==> src/design/cfp_pkg.sv <==
`timescale 1ns / 1ps

package cfp_pkg;

    localparam int COUNT_WIDTH = 16;

    localparam int PERIOD_W = 16;
    localparam int REPEAT_W = 16;
    localparam int SEED_W   = 18;
    localparam int LEVEL_W  = 4;
    localparam int CFG_IDX_W  = 2;
    localparam int CFG_DATA_W = 18;

    // period * level, kept unscaled so the duty compare needs no divide by 15
    localparam int DUTY_W = PERIOD_W + LEVEL_W;

    localparam logic [CFG_IDX_W-1:0] CFG_PERIOD = 2'd0;
    localparam logic [CFG_IDX_W-1:0] CFG_REPEAT = 2'd1;
    localparam logic [CFG_IDX_W-1:0] CFG_SEED   = 2'd2;

    localparam logic [PERIOD_W-1:0] PERIOD_RESET = 16'd500;
    localparam logic [REPEAT_W-1:0] REPEAT_RESET = 16'd30000;

    localparam longint unsigned LCG_MUL = 64'd8121;
    localparam longint unsigned LCG_ADD = 64'd28411;
    localparam longint unsigned LCG_MOD = 64'd134456;
    localparam logic [SEED_W:0]   LCG_MOD_1 = 19'd134456;
    localparam logic [SEED_W:0]   LCG_MOD_2 = 19'd268912;
    localparam logic [SEED_W-1:0] RAND_MOD_1 = 18'd65535;
    localparam logic [SEED_W-1:0] RAND_MOD_2 = 18'd131070;

    localparam int NUM_THRESH = 15;
    localparam int CHUNK_W    = 6;
    localparam int CHUNK_N    = 64;

    typedef logic [SEED_W-1:0]  lcg_tab_t [CHUNK_N];
    typedef logic [15:0]        thresh_t  [NUM_THRESH];

    localparam thresh_t THRESH = '{
        16'd131,   16'd262,   16'd393,   16'd524,   16'd655,
        16'd3867,  16'd7078,  16'd10289, 16'd13500, 16'd16711,
        16'd19923, 16'd23134, 16'd26345, 16'd29556, 16'd32768
    };

    typedef struct packed {
        logic               led_on;
        logic [LEVEL_W-1:0] level;
    } tick_result_t;

    // (c << sh) * mul + add, reduced mod the LCG modulus, for every 6-bit chunk c
    function automatic lcg_tab_t lcg_tab(input int sh, input longint unsigned add);
        lcg_tab_t         t;
        longint unsigned  p;
        int               c;
        for (c = 0; c < CHUNK_N; c++)
        begin
            p = (((longint'(c)) << sh) * LCG_MUL + add) % LCG_MOD;
            t[c] = p[SEED_W-1:0];
        end
        return t;
    endfunction

    localparam lcg_tab_t LCG_TAB_LO  = lcg_tab(0, LCG_ADD);
    localparam lcg_tab_t LCG_TAB_MID = lcg_tab(CHUNK_W, 64'd0);
    localparam lcg_tab_t LCG_TAB_HI  = lcg_tab(2 * CHUNK_W, 64'd0);

    // one LCG step: three chunk tables, sum below three moduli, fold back
    function automatic logic [SEED_W-1:0] lcg_step(input logic [SEED_W-1:0] x);
        logic [SEED_W:0] s;
        logic [SEED_W:0] r;
        s = {1'b0, LCG_TAB_LO[x[CHUNK_W-1:0]]}
          + {1'b0, LCG_TAB_MID[x[2*CHUNK_W-1:CHUNK_W]]}
          + {1'b0, LCG_TAB_HI[x[3*CHUNK_W-1:2*CHUNK_W]]};
        if (s >= LCG_MOD_2)
        begin
            r = s - LCG_MOD_2;
        end
        else if (s >= LCG_MOD_1)
        begin
            r = s - LCG_MOD_1;
        end
        else
        begin
            r = s;
        end
        return r[SEED_W-1:0];
    endfunction

endpackage

==> src/design/cfp_lcg.sv <==
`timescale 1ns / 1ps

module cfp_lcg
(
    input  logic                          clk,
    input  logic                          rst_n,
    input  logic                          draw,
    input  logic                          seed_load,
    input  logic [cfp_pkg::SEED_W-1:0]    seed_value,
    output logic [cfp_pkg::LEVEL_W-1:0]   next_level
);

    // holds the LCG value that the next draw will use (one step ahead)
    logic [cfp_pkg::SEED_W-1:0] lcg_next_reg;
    logic [cfp_pkg::SEED_W-1:0] lcg_next_next;
    logic [cfp_pkg::SEED_W-1:0] rand_val;
    logic [cfp_pkg::NUM_THRESH-1:0] below;
    logic [cfp_pkg::LEVEL_W-1:0] pick;

    always_comb
    begin
        if (seed_load)
        begin
            lcg_next_next = cfp_pkg::lcg_step(seed_value);
        end
        else if (draw)
        begin
            lcg_next_next = cfp_pkg::lcg_step(lcg_next_reg);
        end
        else
        begin
            lcg_next_next = lcg_next_reg;
        end
    end

    always_ff @(posedge clk or negedge rst_n)
    begin
        if (!rst_n)
        begin
            lcg_next_reg <= cfp_pkg::lcg_step('0);
        end
        else
        begin
            lcg_next_reg <= lcg_next_next;
        end
    end

    // value mod 65535; the LCG value stays below three times that
    always_comb
    begin
        if (lcg_next_reg >= cfp_pkg::RAND_MOD_2)
        begin
            rand_val = lcg_next_reg - cfp_pkg::RAND_MOD_2;
        end
        else if (lcg_next_reg >= cfp_pkg::RAND_MOD_1)
        begin
            rand_val = lcg_next_reg - cfp_pkg::RAND_MOD_1;
        end
        else
        begin
            rand_val = lcg_next_reg;
        end
    end

    always_comb
    begin
        for (int i = 0; i < cfp_pkg::NUM_THRESH; i++)
        begin
            below[i] = rand_val < {2'b00, cfp_pkg::THRESH[i]};
        end
    end

    // first threshold above the value, else top level
    always_comb
    begin
        pick = cfp_pkg::LEVEL_W'(cfp_pkg::NUM_THRESH);
        for (int i = cfp_pkg::NUM_THRESH - 1; i >= 0; i--)
        begin
            if (below[i])
            begin
                pick = cfp_pkg::LEVEL_W'(i);
            end
        end
    end

    assign next_level = pick;

endmodule

==> src/design/cfp_pwm.sv <==
`timescale 1ns / 1ps

module cfp_pwm
#(
    parameter int COUNT_WIDTH = cfp_pkg::COUNT_WIDTH
)
(
    input  logic                           clk,
    input  logic                           rst_n,
    input  logic                           tick_en,
    input  logic                           advance,
    input  logic [cfp_pkg::PERIOD_W-1:0]   period,
    input  logic [cfp_pkg::REPEAT_W-1:0]   repeat_cnt,
    input  logic [cfp_pkg::LEVEL_W-1:0]    next_level,
    output logic                           draw,
    output cfp_pkg::tick_result_t          result
);

    localparam int CMP_W = (COUNT_WIDTH + 5 > cfp_pkg::DUTY_W) ? COUNT_WIDTH + 5
                                                               : cfp_pkg::DUTY_W;
    localparam int WRAP_W = (COUNT_WIDTH > cfp_pkg::PERIOD_W) ? COUNT_WIDTH
                                                              : cfp_pkg::PERIOD_W;

    logic [COUNT_WIDTH-1:0]       phase_reg, phase_next;
    logic [COUNT_WIDTH-1:0]       burst_reg, burst_next;
    logic [COUNT_WIDTH-1:0]       burst_cur;
    logic [cfp_pkg::LEVEL_W-1:0]  level_reg, level_next;
    logic [cfp_pkg::DUTY_W-1:0]   duty_reg, duty_next;
    logic                         draw_cond;
    logic                         step;
    logic [COUNT_WIDTH-1:0]       phase_inc;
    logic [CMP_W-1:0]             phase_one;
    logic [CMP_W-1:0]             phase_x15;

    assign draw_cond = advance && (burst_reg == '0) && (phase_reg == '0);
    assign draw      = tick_en && draw_cond;
    assign step      = tick_en && advance;

    always_comb
    begin
        if (draw_cond)
        begin
            level_next = next_level;
            duty_next  = cfp_pkg::DUTY_W'(period) * cfp_pkg::DUTY_W'(next_level);
            burst_cur  = COUNT_WIDTH'(repeat_cnt);
        end
        else
        begin
            level_next = level_reg;
            duty_next  = duty_reg;
            burst_cur  = burst_reg;
        end
    end

    // phase < period*level/15  <=>  15*(phase+1) <= period*level
    assign phase_one = CMP_W'(phase_reg) + CMP_W'(1);
    assign phase_x15 = (phase_one << 4) - phase_one;

    assign result.led_on = phase_x15 <= CMP_W'(duty_next);
    assign result.level  = level_next;

    assign phase_inc = phase_reg + COUNT_WIDTH'(1);

    always_comb
    begin
        burst_next = burst_cur;
        if (WRAP_W'(phase_inc) >= WRAP_W'(period))
        begin
            phase_next = '0;
            if (burst_cur != '0)
            begin
                burst_next = burst_cur - COUNT_WIDTH'(1);
            end
        end
        else
        begin
            phase_next = phase_inc;
        end
    end

    always_ff @(posedge clk or negedge rst_n)
    begin
        if (!rst_n)
        begin
            phase_reg <= '0;
            burst_reg <= '0;
            level_reg <= '0;
            duty_reg  <= '0;
        end
        else if (step)
        begin
            phase_reg <= phase_next;
            burst_reg <= burst_next;
            level_reg <= level_next;
            duty_reg  <= duty_next;
        end
    end

endmodule

==> src/design/candle_flicker_pwm.sv <==
`timescale 1ns / 1ps

// Candle-flicker LED driver. Each request is one time tick; a request with
// advance low reports the present LED level and brightness and changes nothing.
// The block takes one request per clock while in_stall is low and registers its
// result, so a stall on the result side backs up into in_stall only while that
// register is full. A draw of a new brightness level is one LCG step done
// through three constant chunk tables, kept one step ahead of use so the tick
// that draws already shows the new level. The duty compare works on
// period*level so no divider is needed. Configuration (period, repeat count,
// seed) is written through cfg_wr_en, cfg_index and cfg_data, by the user only
// while no request is in flight (unchecked); writing the seed restarts the LCG.
module candle_flicker_pwm
#(
    parameter int COUNT_WIDTH = cfp_pkg::COUNT_WIDTH
)
(
    input  logic                              clk,
    input  logic                              rst_n,
    input  logic                              in_valid,
    output logic                              in_stall,
    input  logic                              advance,
    output logic                              out_valid,
    input  logic                              out_stall,
    output logic                              led_on,
    output logic [cfp_pkg::LEVEL_W-1:0]       level,
    input  logic                              cfg_wr_en,
    input  logic [cfp_pkg::CFG_IDX_W-1:0]     cfg_index,
    input  logic [cfp_pkg::CFG_DATA_W-1:0]    cfg_data
);

    logic [cfp_pkg::PERIOD_W-1:0] period_reg;
    logic [cfp_pkg::REPEAT_W-1:0] repeat_reg;
    logic                         seed_load;
    logic                         accept;
    logic                         draw;
    logic [cfp_pkg::LEVEL_W-1:0]  next_level;
    cfp_pkg::tick_result_t        tick_res;
    logic                         out_valid_reg;
    cfp_pkg::tick_result_t        out_res_reg;

    assign in_stall  = out_valid_reg && out_stall;
    assign accept    = in_valid && !in_stall;
    assign seed_load = cfg_wr_en && (cfg_index == cfp_pkg::CFG_SEED);

    always_ff @(posedge clk or negedge rst_n)
    begin
        if (!rst_n)
        begin
            period_reg <= cfp_pkg::PERIOD_RESET;
            repeat_reg <= cfp_pkg::REPEAT_RESET;
        end
        else if (cfg_wr_en)
        begin
            if (cfg_index == cfp_pkg::CFG_PERIOD)
            begin
                period_reg <= cfg_data[cfp_pkg::PERIOD_W-1:0];
            end
            if (cfg_index == cfp_pkg::CFG_REPEAT)
            begin
                repeat_reg <= cfg_data[cfp_pkg::REPEAT_W-1:0];
            end
        end
    end

    cfp_lcg u_lcg
    (
        .clk        (clk),
        .rst_n      (rst_n),
        .draw       (draw),
        .seed_load  (seed_load),
        .seed_value (cfg_data[cfp_pkg::SEED_W-1:0]),
        .next_level (next_level)
    );

    cfp_pwm
    #(
        .COUNT_WIDTH (COUNT_WIDTH)
    )
    u_pwm
    (
        .clk        (clk),
        .rst_n      (rst_n),
        .tick_en    (accept),
        .advance    (advance),
        .period     (period_reg),
        .repeat_cnt (repeat_reg),
        .next_level (next_level),
        .draw       (draw),
        .result     (tick_res)
    );

    always_ff @(posedge clk or negedge rst_n)
    begin
        if (!rst_n)
        begin
            out_valid_reg <= 1'b0;
        end
        else if (accept)
        begin
            out_valid_reg <= 1'b1;
        end
        else if (!out_stall)
        begin
            out_valid_reg <= 1'b0;
        end
    end

    always_ff @(posedge clk)
    begin
        if (accept)
        begin
            out_res_reg <= tick_res;
        end
    end

    assign out_valid = out_valid_reg;
    assign led_on    = out_res_reg.led_on;
    assign level     = out_res_reg.level;

endmodule

==> config.mk <==
export PLATFORM = sky130hd
export DESIGN_NAME = candle_flicker_pwm
export DESIGN_NICKNAME = d
export VERILOG_FILES = /design/src/design/cfp_pkg.sv /design/src/design/cfp_lcg.sv /design/src/design/cfp_pwm.sv /design/src/design/candle_flicker_pwm.sv
export SDC_FILE = /design/constraint.sdc
export NUM_CORES = 1
export LEC_CHECK = 0
export BUFFER_PORTS_ARGS = -buffer_cell sky130_fd_sc_hd__buf_4
export CAP_MARGIN = 10
export CORE_ASPECT_RATIO = 0.6
export CORE_MARGIN = 5
export CORE_UTILIZATION = 30
export CTS_BUF_LIST = sky130_fd_sc_hd__clkbuf_16
export DETAILED_ROUTE_END_ITERATION = 8
export SLEW_MARGIN = 25
export SYNTH_ARGS = -nofsm -noshare
export SYNTH_HDL_FRONTEND = slang
export SYNTH_HIERARCHICAL = 1
export SYNTH_SLANG_ARGS = --single-unit
==> constraint.sdc <==
create_clock -name clk -period 20.9 [get_ports clk]
set_input_delay 4.18 -clock clk [delete_from_list [all_inputs] [get_ports clk]]
set_output_delay 4.18 -clock clk [all_outputs]
set_load 0.05 [all_outputs]
# Word level (Yosys, flattened, before mapping)
# Memories as Yosys holds them, arrays and structs flattened.
# Cells that the tools add are included.
# W data, S select, Z words.
classes:
  div_mod_pow: 0
  n_eq_ne: 3
  add_sub_neg: 14
  multipliers: 1
  bitwise_logic: 6
  reduce_logical: 15
  n_shift: 0
  order_cmp: 29
  n_mux: 43
ops:
  columns: ["op", "count"]
  rows:
  - ["$mux W18", 20]
  - ["$lt A18 B15 Y1 const B", 5]
  - ["$mux W16", 4]
  - ["$ge A7 B7 Y1 const B", 6]
  - ["$not A6 Y7", 6]
  - ["$add A18 B18 Y19", 2]
  - ["$add A19 B18 Y19", 2]
  - ["$ge A19 B18 Y1 const B", 2]
  - ["$ge A19 B19 Y1 const B", 2]
  - ["$lt A18 B10 Y1 const B", 2]
  - ["$lt A18 B14 Y1 const B", 2]
  - ["$lt A18 B9 Y1 const B", 2]
  - ["$mux W4", 9]
  - ["$sub A18 B13 Y18 const B", 2]
  - ["$sub A18 B18 Y18 const B", 2]
  - ["$logic_not A16 Y1", 2]
  - ["$le A21 B20 Y1", 1]
  - ["$sub A21 B21 Y21", 1]
  - ["$mul A16 B4 Y20", 1]
  - ["$mux W20", 1]
  - ["$ge A18 B16 Y1 const B", 1]
  - ["$ge A18 B17 Y1 const B", 1]
  - ["$lt A18 B12 Y1 const B", 1]
  - ["$lt A18 B13 Y1 const B", 1]
  - ["other kinds (20)", 33]
word_totals:
  out_inout_bits: 7
  ramBits: 0
  romBits: 6912
  register_bits: 112
  n_memories: 6
  latch_bits: 0
  in_bits: 26
mem_list:
  columns: ["memory", "depth", "width", "rd", "rd_ports_with_merged_regs", "wr", "line", "text"]
  rows:
  - ["(no name shown)", 64, 18, 1, 0, 0, "cfp_pkg.sv:71", "s = {1'b0, LCG_TAB_LO[x[CHUNK_W-1:0]]}"]
  - ["(no name shown)", 64, 18, 1, 0, 0, "cfp_pkg.sv:72", "+ {1'b0, LCG_TAB_MID[x[2*CHUNK_W-1:CHUNK_W]]}"]
  - ["(no name shown)", 64, 18, 1, 0, 0, "cfp_pkg.sv:73", "+ {1'b0, LCG_TAB_HI[x[3*CHUNK_W-1:2*CHUNK_W]]};"]
  - ["(no name shown)", 64, 18, 1, 0, 0, "cfp_pkg.sv:71", null]
  - ["(no name shown)", 64, 18, 1, 0, 0, "cfp_pkg.sv:72", null]
  - ["(no name shown)", 64, 18, 1, 0, 0, "cfp_pkg.sv:73", null]

# Depth between registers and ports, before layout
# Gate-level depths: netlist of the first run.
logic_depth:
  ltp_word: 22
  depth_mapped: 39

# Modules after synthesis
# The synthesis of the first run kept the hierarchy.
modules_own_cells:
  columns: ["mod", "cells_each", "seq_area_each_um2", "area_per_inst_um2", "instances"]
  rows:
  - ["cfp_lcg", 2028, 465.4, 13105.1, 1]
  - ["cfp_pwm", 884, 1401.3, 6986.7, 1]
  - ["candle_flicker_pwm", 78, 992.2, 1425.1, 1]

# Least setup slack after synthesis of the first run
# OpenSTA, ideal clock, no wires.
synth_path:
  path_kind: "input -> register"
  from: "input port cfg_data[0] in the netlist's numbering"
  to: "register u_lcg/lcg_next_reg[14] in the netlist's numbering"
  arrival_time_ps: 9362
  setup_ps: 98
  slack_ps: 11440
  stages: 26
  required_ps: 20802
  cell_sequence: "clkbuf_1 > inv_1 > ha_1 > clkbuf_2 > inv_1 > nand2_1 > a21oi_1 > a31oi_1 > o221ai_1 > a21oi_1 > fa_1 > inv_1 > ha_1 > o21a_2 > a2111o_1 > a2111oi_2 > nand3b_1 > and3b_1 > buf_6 > a31o_1 > and2_4 > buf_6 > a311oi_4 > o211ai_1 > xnor2_1 > a221oi_1"
synth_via:
  elab_chain_cells: 10
  elab_cells_between_ends: 13
synth_rtl:
  columns: ["item", "line", "text"]
  rows:
  - ["from (decl)", "candle_flicker_pwm.sv:29", "input logic [cfp_pkg::CFG_DATA_W-1:0] cfg_data"]
  - ["$not A6 Y7 (not written as such) (*)", "cfp_pkg.sv:71", null]
  - ["$mem_v2 Z64 W18 (*)", null, null]
  - ["$mux W18 (not written as such) (*) (2 in a row)", "cfp_pkg.sv:71", null]
  - ["$add A18 B18 Y19 (*)", "cfp_pkg.sv:72", null]
  - ["$add A19 B18 Y19 (*)", "cfp_pkg.sv:73", null]
  - ["$sub A18 B18 Y18 or $ge A19 B18 Y1 (tied branches)", "cfp_pkg.sv:80, cfp_pkg.sv:78", null]
  - ["$mux W18", "cfp_pkg.sv:78", "else if (s >= LCG_MOD_1)"]
  - ["$mux W18 (*)", "cfp_pkg.sv:74", "if (s >= LCG_MOD_2)"]
  - ["$mux W18 (*)", "cfp_lcg.sv:22", "if (seed_load)"]
  - ["to (signal assigned)", "cfp_lcg.sv:40", "lcg_next_reg <= cfp_pkg::lcg_step('0);"]
  - ["to (signal assigned)", "cfp_lcg.sv:44", "lcg_next_reg <= lcg_next_next;"]
  - ["to (decl)", "cfp_lcg.sv:14", "logic [cfp_pkg::SEED_W-1:0] lcg_next_reg;"]
# Mark *: on every way between the ends. The rest lies on a longest branch, timed or not. The select of a mux whose other input is x is not followed.
# A chain may end at the register's enable or synchronous reset.

# Final worst setup path of the first run
layout_path:
  from: "input port cfg_data[9] in the netlist's numbering"
  to: "register u_lcg/lcg_next_reg[11] in the netlist's numbering"
layout_via:
  elab_chain_cells: 10
  elab_cells_between_ends: 13
layout_rtl:
  columns: ["item", "line"]
  rows:
  - ["$not A6 Y7 (not written as such) (*)", "cfp_pkg.sv:72"]
  - ["$mem_v2 Z64 W18 (*)", null]
  - ["$mux W18 (not written as such) (*) (2 in a row)", "cfp_pkg.sv:72"]
  - ["$add A18 B18 Y19 (*)", "cfp_pkg.sv:72"]
  - ["$add A19 B18 Y19 (*)", "cfp_pkg.sv:73"]
  - ["$sub A18 B18 Y18 or $ge A19 B18 Y1 (tied branches)", "cfp_pkg.sv:80, cfp_pkg.sv:78"]
  - ["$mux W18", "cfp_pkg.sv:78"]
  - ["$mux W18 (*)", "cfp_pkg.sv:74"]
  - ["$mux W18 (*)", "cfp_lcg.sv:22"]
# Marked as above.

==> results_dict.tcl, run 1 <==
set metrics [dict create \
    hp-class "reg2reg" \
    final_common_cell "nand2_1" \
    die_h_um 217 \
    period_share_pct 49.9 \
    fin_cells 3830 \
    r2r_end "led_on" \
    cp.arrival_ns 10.74 \
    core.rowCount 76 \
    clk_pin_slew_ns 0.09 \
    yosysWarningCount 6 \
    grt_overflow 0 \
    core_um2 71400 \
    synth_cells 2990 \
    cp-end-kind "register" \
    setup_tns_ns 0 \
    cp_max_fo 55 \
    drcViolationCount 0 \
    critical_path.startpoint "cfg_data[9]" \
    fin_skew_ns 0.0123 \
    fin_crit_ns 10.42 \
    num-nets-final 3113 \
    clk_latency_ns 0.39 \
    ys_async_sr_fraction_pct 95.5 \
    synthDistinctLibCells 114 \
    r2r_slack_ns 10.66 \
    io-pin-count 33 \
    numCtsBuffers 9 \
    start_kind "input pin" \
    synth_flop_cell "dfrtp_1" \
    placed_cell_area_um2 22300 \
    die_w_um 356 \
    multi_input_area_um2 17000 \
    maxSlewViolCount 0 \
    ys_seq_elements 112 \
    cts_tree "done" \
    yosysSeqAreaShare_pct 13.3 \
    synth.top_cell.area_share_pct 10.6 \
    cts_max_level 3 \
    layout_common_cells "353 x nand2_1, 246 x a21oi_1, 239 x o21ai_0, 229 x nor2_1, 200 x inv_1" \
    portBuffers 32 \
    area_delta_synth_final_pct 5.31 \
    ctsHoldBuffers 0 \
    cts_resized 0 \
    maxCapViolCount 0 \
    start_util_pct 30.1 \
    first_iter_violations 3043 \
    whs_ns 0.479 \
    grt_antenna_before_repair 5 \
    tightest_slew_ns 1.10 \
    first_pass_iters 7 \
    syn-num-nets 3256 \
    synth_largest_area_cell "ha_1" \
    endpoint "u_lcg/lcg_next_reg[11]" \
    routed-via-count 22200 \
    synth_edf_count 5 \
    routedWlPerCell_um 19.0 \
    dp_hpwl_um 54800 \
    crit_type "in2reg" \
    stdcell_area_um2 22700 \
    cts_root_buf "clkbuf_16" \
    fmax_mhz 96.0 \
    cp.required_ns 21.22 \
    track_usage_pct 18.1 \
    postCtsSetupBuffers 0 \
    ff2ff_path_depth 33 \
    synth_area_um2 21500 \
    synth.area.top_cells "ha_1 11%, dfrtp_1 9.5%, nand2_1 6.2%" \
    reg2reg_from "u_lcg/lcg_next_reg[7]" \
    gp_congestion 0.911 \
    placed_cells 3810 \
    seq_area_um2 2860 \
    hold_viol 0 \
    wirelength_um 72800 \
    grt_setup_unrepaired "no" \
    cts.sinks 112 \
    grt_max_degree 73 \
    outcome "finished clean" \
    synth.avg_cell_area_um2 7.20 \
    postRouteAntennaNets 0 \
    drive_gt1_share_pct 7.29 \
    setup_violations 0 \
    viasPerCell 5.80 \
    fp.dieArea_um2 77400 \
    grt_pass1_vias 19100 \
    grt_pass1_wl_um 113000 \
    fill_cells 7644 \
    largest_reg_flops 20 \
    max-slew-margin-rel_pct 25.8 \
    clockBufferDepth 2 \
]
metal layers:
metal,track usage [%],vias to the layer above,part of all wire (%)
li1,-,10600,-
met1,29.7,10500,51
met2,22.6,1082,37
met3,5.34,74,11
met4,2.44,0,1.1
met5,0,-,0
cell usage after synthesis, types with 25 or more instances:
cell / instances
xor2_1: 42
mux2i_1: 46
and2_1: 53
a31oi_1: 39
dfrtp_1: 82
a21o_1: 30
o21ai_0: 239
a211oi_1: 60
clkbuf_1: 156
nor3_1: 76
buf_1: 33
nand2b_1: 37
nor2_1: 229
a21oi_1: 246
o211ai_1: 54
nand2_1: 353
o22ai_1: 27
ha_1: 182
nor2b_1: 30
mux2_2: 44
o31ai_1: 39
xnor2_1: 83
inv_1: 200
nand3_1: 65
dfstp_2: 25
fa_1: 58
cells by family (layout without fill, tap and decap cells):
| family | count (synthesis) | after routing | synth area share, % |
|---|---|---|---|
| AO/OA/AOI/OAI | 1007 | 1007 | 31.1 |
| adder cells (fa/ha/maj) | 240 | 240 | 16.0 |
| flip-flops | 112 | 112 | 13.3 |
| AND/OR/NAND/NOR | 989 | 989 | 21.8 |
| XOR/XNOR | 125 | 125 | 5.09 |
| buffers and inverters | 421 | 283 | 7.65 |
| multiplexers | 96 | 96 | 5.07 |
| other | 0 | 3 | 0 |
worst max-delay path, stage by stage:
cell and delay (ns):
buf_4 0.44, clkinv_1 0.59, nand2_1 0.34, a21oi_1 0.10, a2111oi_0 0.55, a21oi_1 0.18, fa_1 0.61, inv_1 0.07
ha_1 0.31, a211o_1 0.34, a2111o_1 0.45, a2111oi_2 0.37, nand3b_1 0.19, and3b_1 0.25, a41oi_2 0.75, nand2b_1 0.19
o21ai_0 0.12, a2bb2oi_1 0.10, xnor2_1 0.14, a221o_1 0.38
worst min path at each step:
stage,start,to,cells after the start
after floorplan,u_pwm/level_reg[0],u_pwm/level_reg[0],2
after global placement,u_pwm/level_reg[2],u_pwm/level_reg[2],2
after detailed placement,u_pwm/duty_reg[0],u_pwm/duty_reg[0],2
after CTS,u_pwm/level_reg[2],u_pwm/level_reg[2],2
after global routing,u_pwm/level_reg[1],u_pwm/level_reg[1],2
final,u_pwm/level_reg[2],u_pwm/level_reg[2],2
metrics by stage:
stage	util (%)	setup WS, ns
finish	31.7	10.48
detailed placement	31.3	10.31
floorplan	-	11.44
global placement	31.2	10.55
CTS	31.7	10.72
global route	31.7	10.18
cell type report:
class                   instances  share of cell area (%)
multi-input cells            2457                    75.1
clock buffers                   9                   0.994
well taps                     975                    5.38
diodes                          3                  0.0331
inverters                     207                    3.43
clock inverters                 7                   0.387
repair buffers                 60                    2.02
flip-flops and latches        112                    12.6
Power of run 1 is not shown: default switching activity piles up to over one toggle a cycle in this logic, so the estimate is an artifact.
==> run 2, diff against run 1 <==
Clock period 20.9 ns to 10.3 ns, I/O delays scaled along.
==> run 2 against run 1 <==
  * Clock skew decreased by 0.0014 ns
  * Non-clock buffer count down 1
  * Critical endpoint is now led_on
  * Setup slack got worse by 9.5 ns
  * Utilization hardly changed
==> results_dict.tcl, run 2 (synthesis gave the netlist of run 1 again) <==
set metrics [dict create \
    clockBufferDepth 2 \
    drcViolationCount 0 \
    track_usage_pct 17.7 \
    io-pin-count 33 \
    r2r_end "led_on" \
    cp.required_ns 10.56 \
    layout_common_cells "353 x nand2_1, 246 x a21oi_1, 239 x o21ai_0, 229 x nor2_1, 200 x inv_1" \
    fin_skew_ns 0.0109 \
    min_from "u_pwm/level_reg[0]" \
    grt_pass1_wl_um 112000 \
    max-slew-margin-rel_pct 26.3 \
    cp.arrival_ns 9.57 \
    grt_overflow 0 \
    cts_max_level 3 \
    gp_congestion 0.919 \
    viasPerCell 5.79 \
    critPathSlowestCell "dfstp_2" \
    grt_setup_unrepaired "no" \
    hp-class "reg2reg" \
    grt_antenna_before_repair 3 \
    dp_hpwl_um 54200 \
    stdcell_area_um2 22600 \
    cp-end-kind "register" \
    whs_path_depth 2 \
    maxCapViolCount 0 \
    reg2reg_from "u_lcg/lcg_next_reg[7]" \
    routed-via-count 22100 \
    num-nets-final 3112 \
    start_kind "register" \
    placed_cell_area_um2 22300 \
    drive_gt1_share_pct 7.30 \
    die_w_um 356 \
    pre_cts_slack_ns 1.18 \
    cts_root_buf "clkbuf_16" \
    r2r_slack_ns 0.99 \
    fmax_mhz 107 \
    crit_type "reg2reg" \
    first_iter_violations 3150 \
    wirelength_um 72100 \
    tightest_slew_ns 1.10 \
    maxSlewViolCount 0 \
    die_h_um 217 \
    core.rowCount 76 \
    core_um2 71400 \
    cts_tree "done" \
    ff2ff_path_depth 33 \
    max_stage_delay_ns 0.78 \
    hold_viol 0 \
    area_delta_synth_final_pct 5.18 \
    numCtsBuffers 9 \
    period_share_pct 90.4 \
    final_common_cell "nand2_1" \
    outcome "finished clean" \
    grt_max_degree 70 \
    first_pass_iters 8 \
    seq_area_um2 2860 \
    routedWlPerCell_um 18.8 \
    cp_max_fo 17 \
    clk_pin_slew_ns 0.09 \
    final_core_util_pct 31.7 \
    ctsHoldBuffers 0 \
    largest_reg_flops 20 \
    setup_tns_ns 0 \
    cts_resized 0 \
    cts.sinks 112 \
    postRouteAntennaNets 0 \
    portBuffers 32 \
    fin_crit_ns 9.31 \
    grt_pass1_vias 18900 \
    fp.dieArea_um2 77400 \
    start_util_pct 30.1 \
    clk_latency_ns 0.40 \
    setup_violations 0 \
    holdPathEnd "u_pwm/level_reg[0]" \
    setup_ws_ns 0.989 \
    postCtsSetupBuffers 0 \
    fill_cells 7601 \
    multi_input_area_um2 17000 \
]
[run 2: cell count changes in the layout (fill, tap and decap cells not counted), sizes merged]
cell,delta
clkinv,+2
diode,-1
inv,-2
buf,-1
clkinvlp,+1
bufinv,-1
[run 2: worst max-delay path: cells and delay by family (launching register included)]
family | cells | cell delay [ns]
compound gates | 13 | 3.40
xor+xnor | 2 | 0.57
fa+ha+maj | 5 | 2.28
buf+inv | 4 | 0.39
flops | 1 | 0.78
mux | 1 | 0.11
simple gates | 8 | 1.63
[run 2: metal layers]
layer / vias to the layer above / track usage (%) / part of all wire [%]
met4: 0 / 2.55 / 0.98
met1: 10500 / 30.0 / 52
met3: 47 / 3.67 / 10
met2: 1012 / 22.2 / 37
li1: 10600 / - / -
met5: - / 0 / 0
[run 2: area by class of cell]
type,count,share of cell area (%)
diodes,2,0.0221
clock buffers,9,0.995
clock inverters,7,0.343
inverters,207,3.43
multi-input cells,2457,75.2
flip-flops and latches,112,12.6
well taps,975,5.39
repair buffers,59,1.96
[run 2: metrics by stage]
step / hold WS (ns) / cells
2_1_floorplan: 0.446 / 2990
3_3_place_gp: 0.460 / 3810
3_5_place_dp: 0.463 / 3810
4_1_cts: 0.489 / 3826
5_1_grt: 0.510 / 3828
6_report: 0.483 / 3828
[run 2: worst max-delay path by stage]
stage | startpoint | end | slack [ns] | cells after the start
after floorplan | u_lcg/lcg_next_reg[1] | led_on | 2.24 | 36
after global placement | u_lcg/lcg_next_reg[7] | led_on | 1.33 | 33
after detailed placement | u_lcg/lcg_next_reg[7] | led_on | 1.18 | 33
after CTS | u_lcg/lcg_next_reg[7] | led_on | 1.13 | 33
after global routing | u_lcg/lcg_next_reg[7] | led_on | 0.37 | 33
final | u_lcg/lcg_next_reg[7] | led_on | 0.99 | 33
Power of run 2 is left out for the same reason.
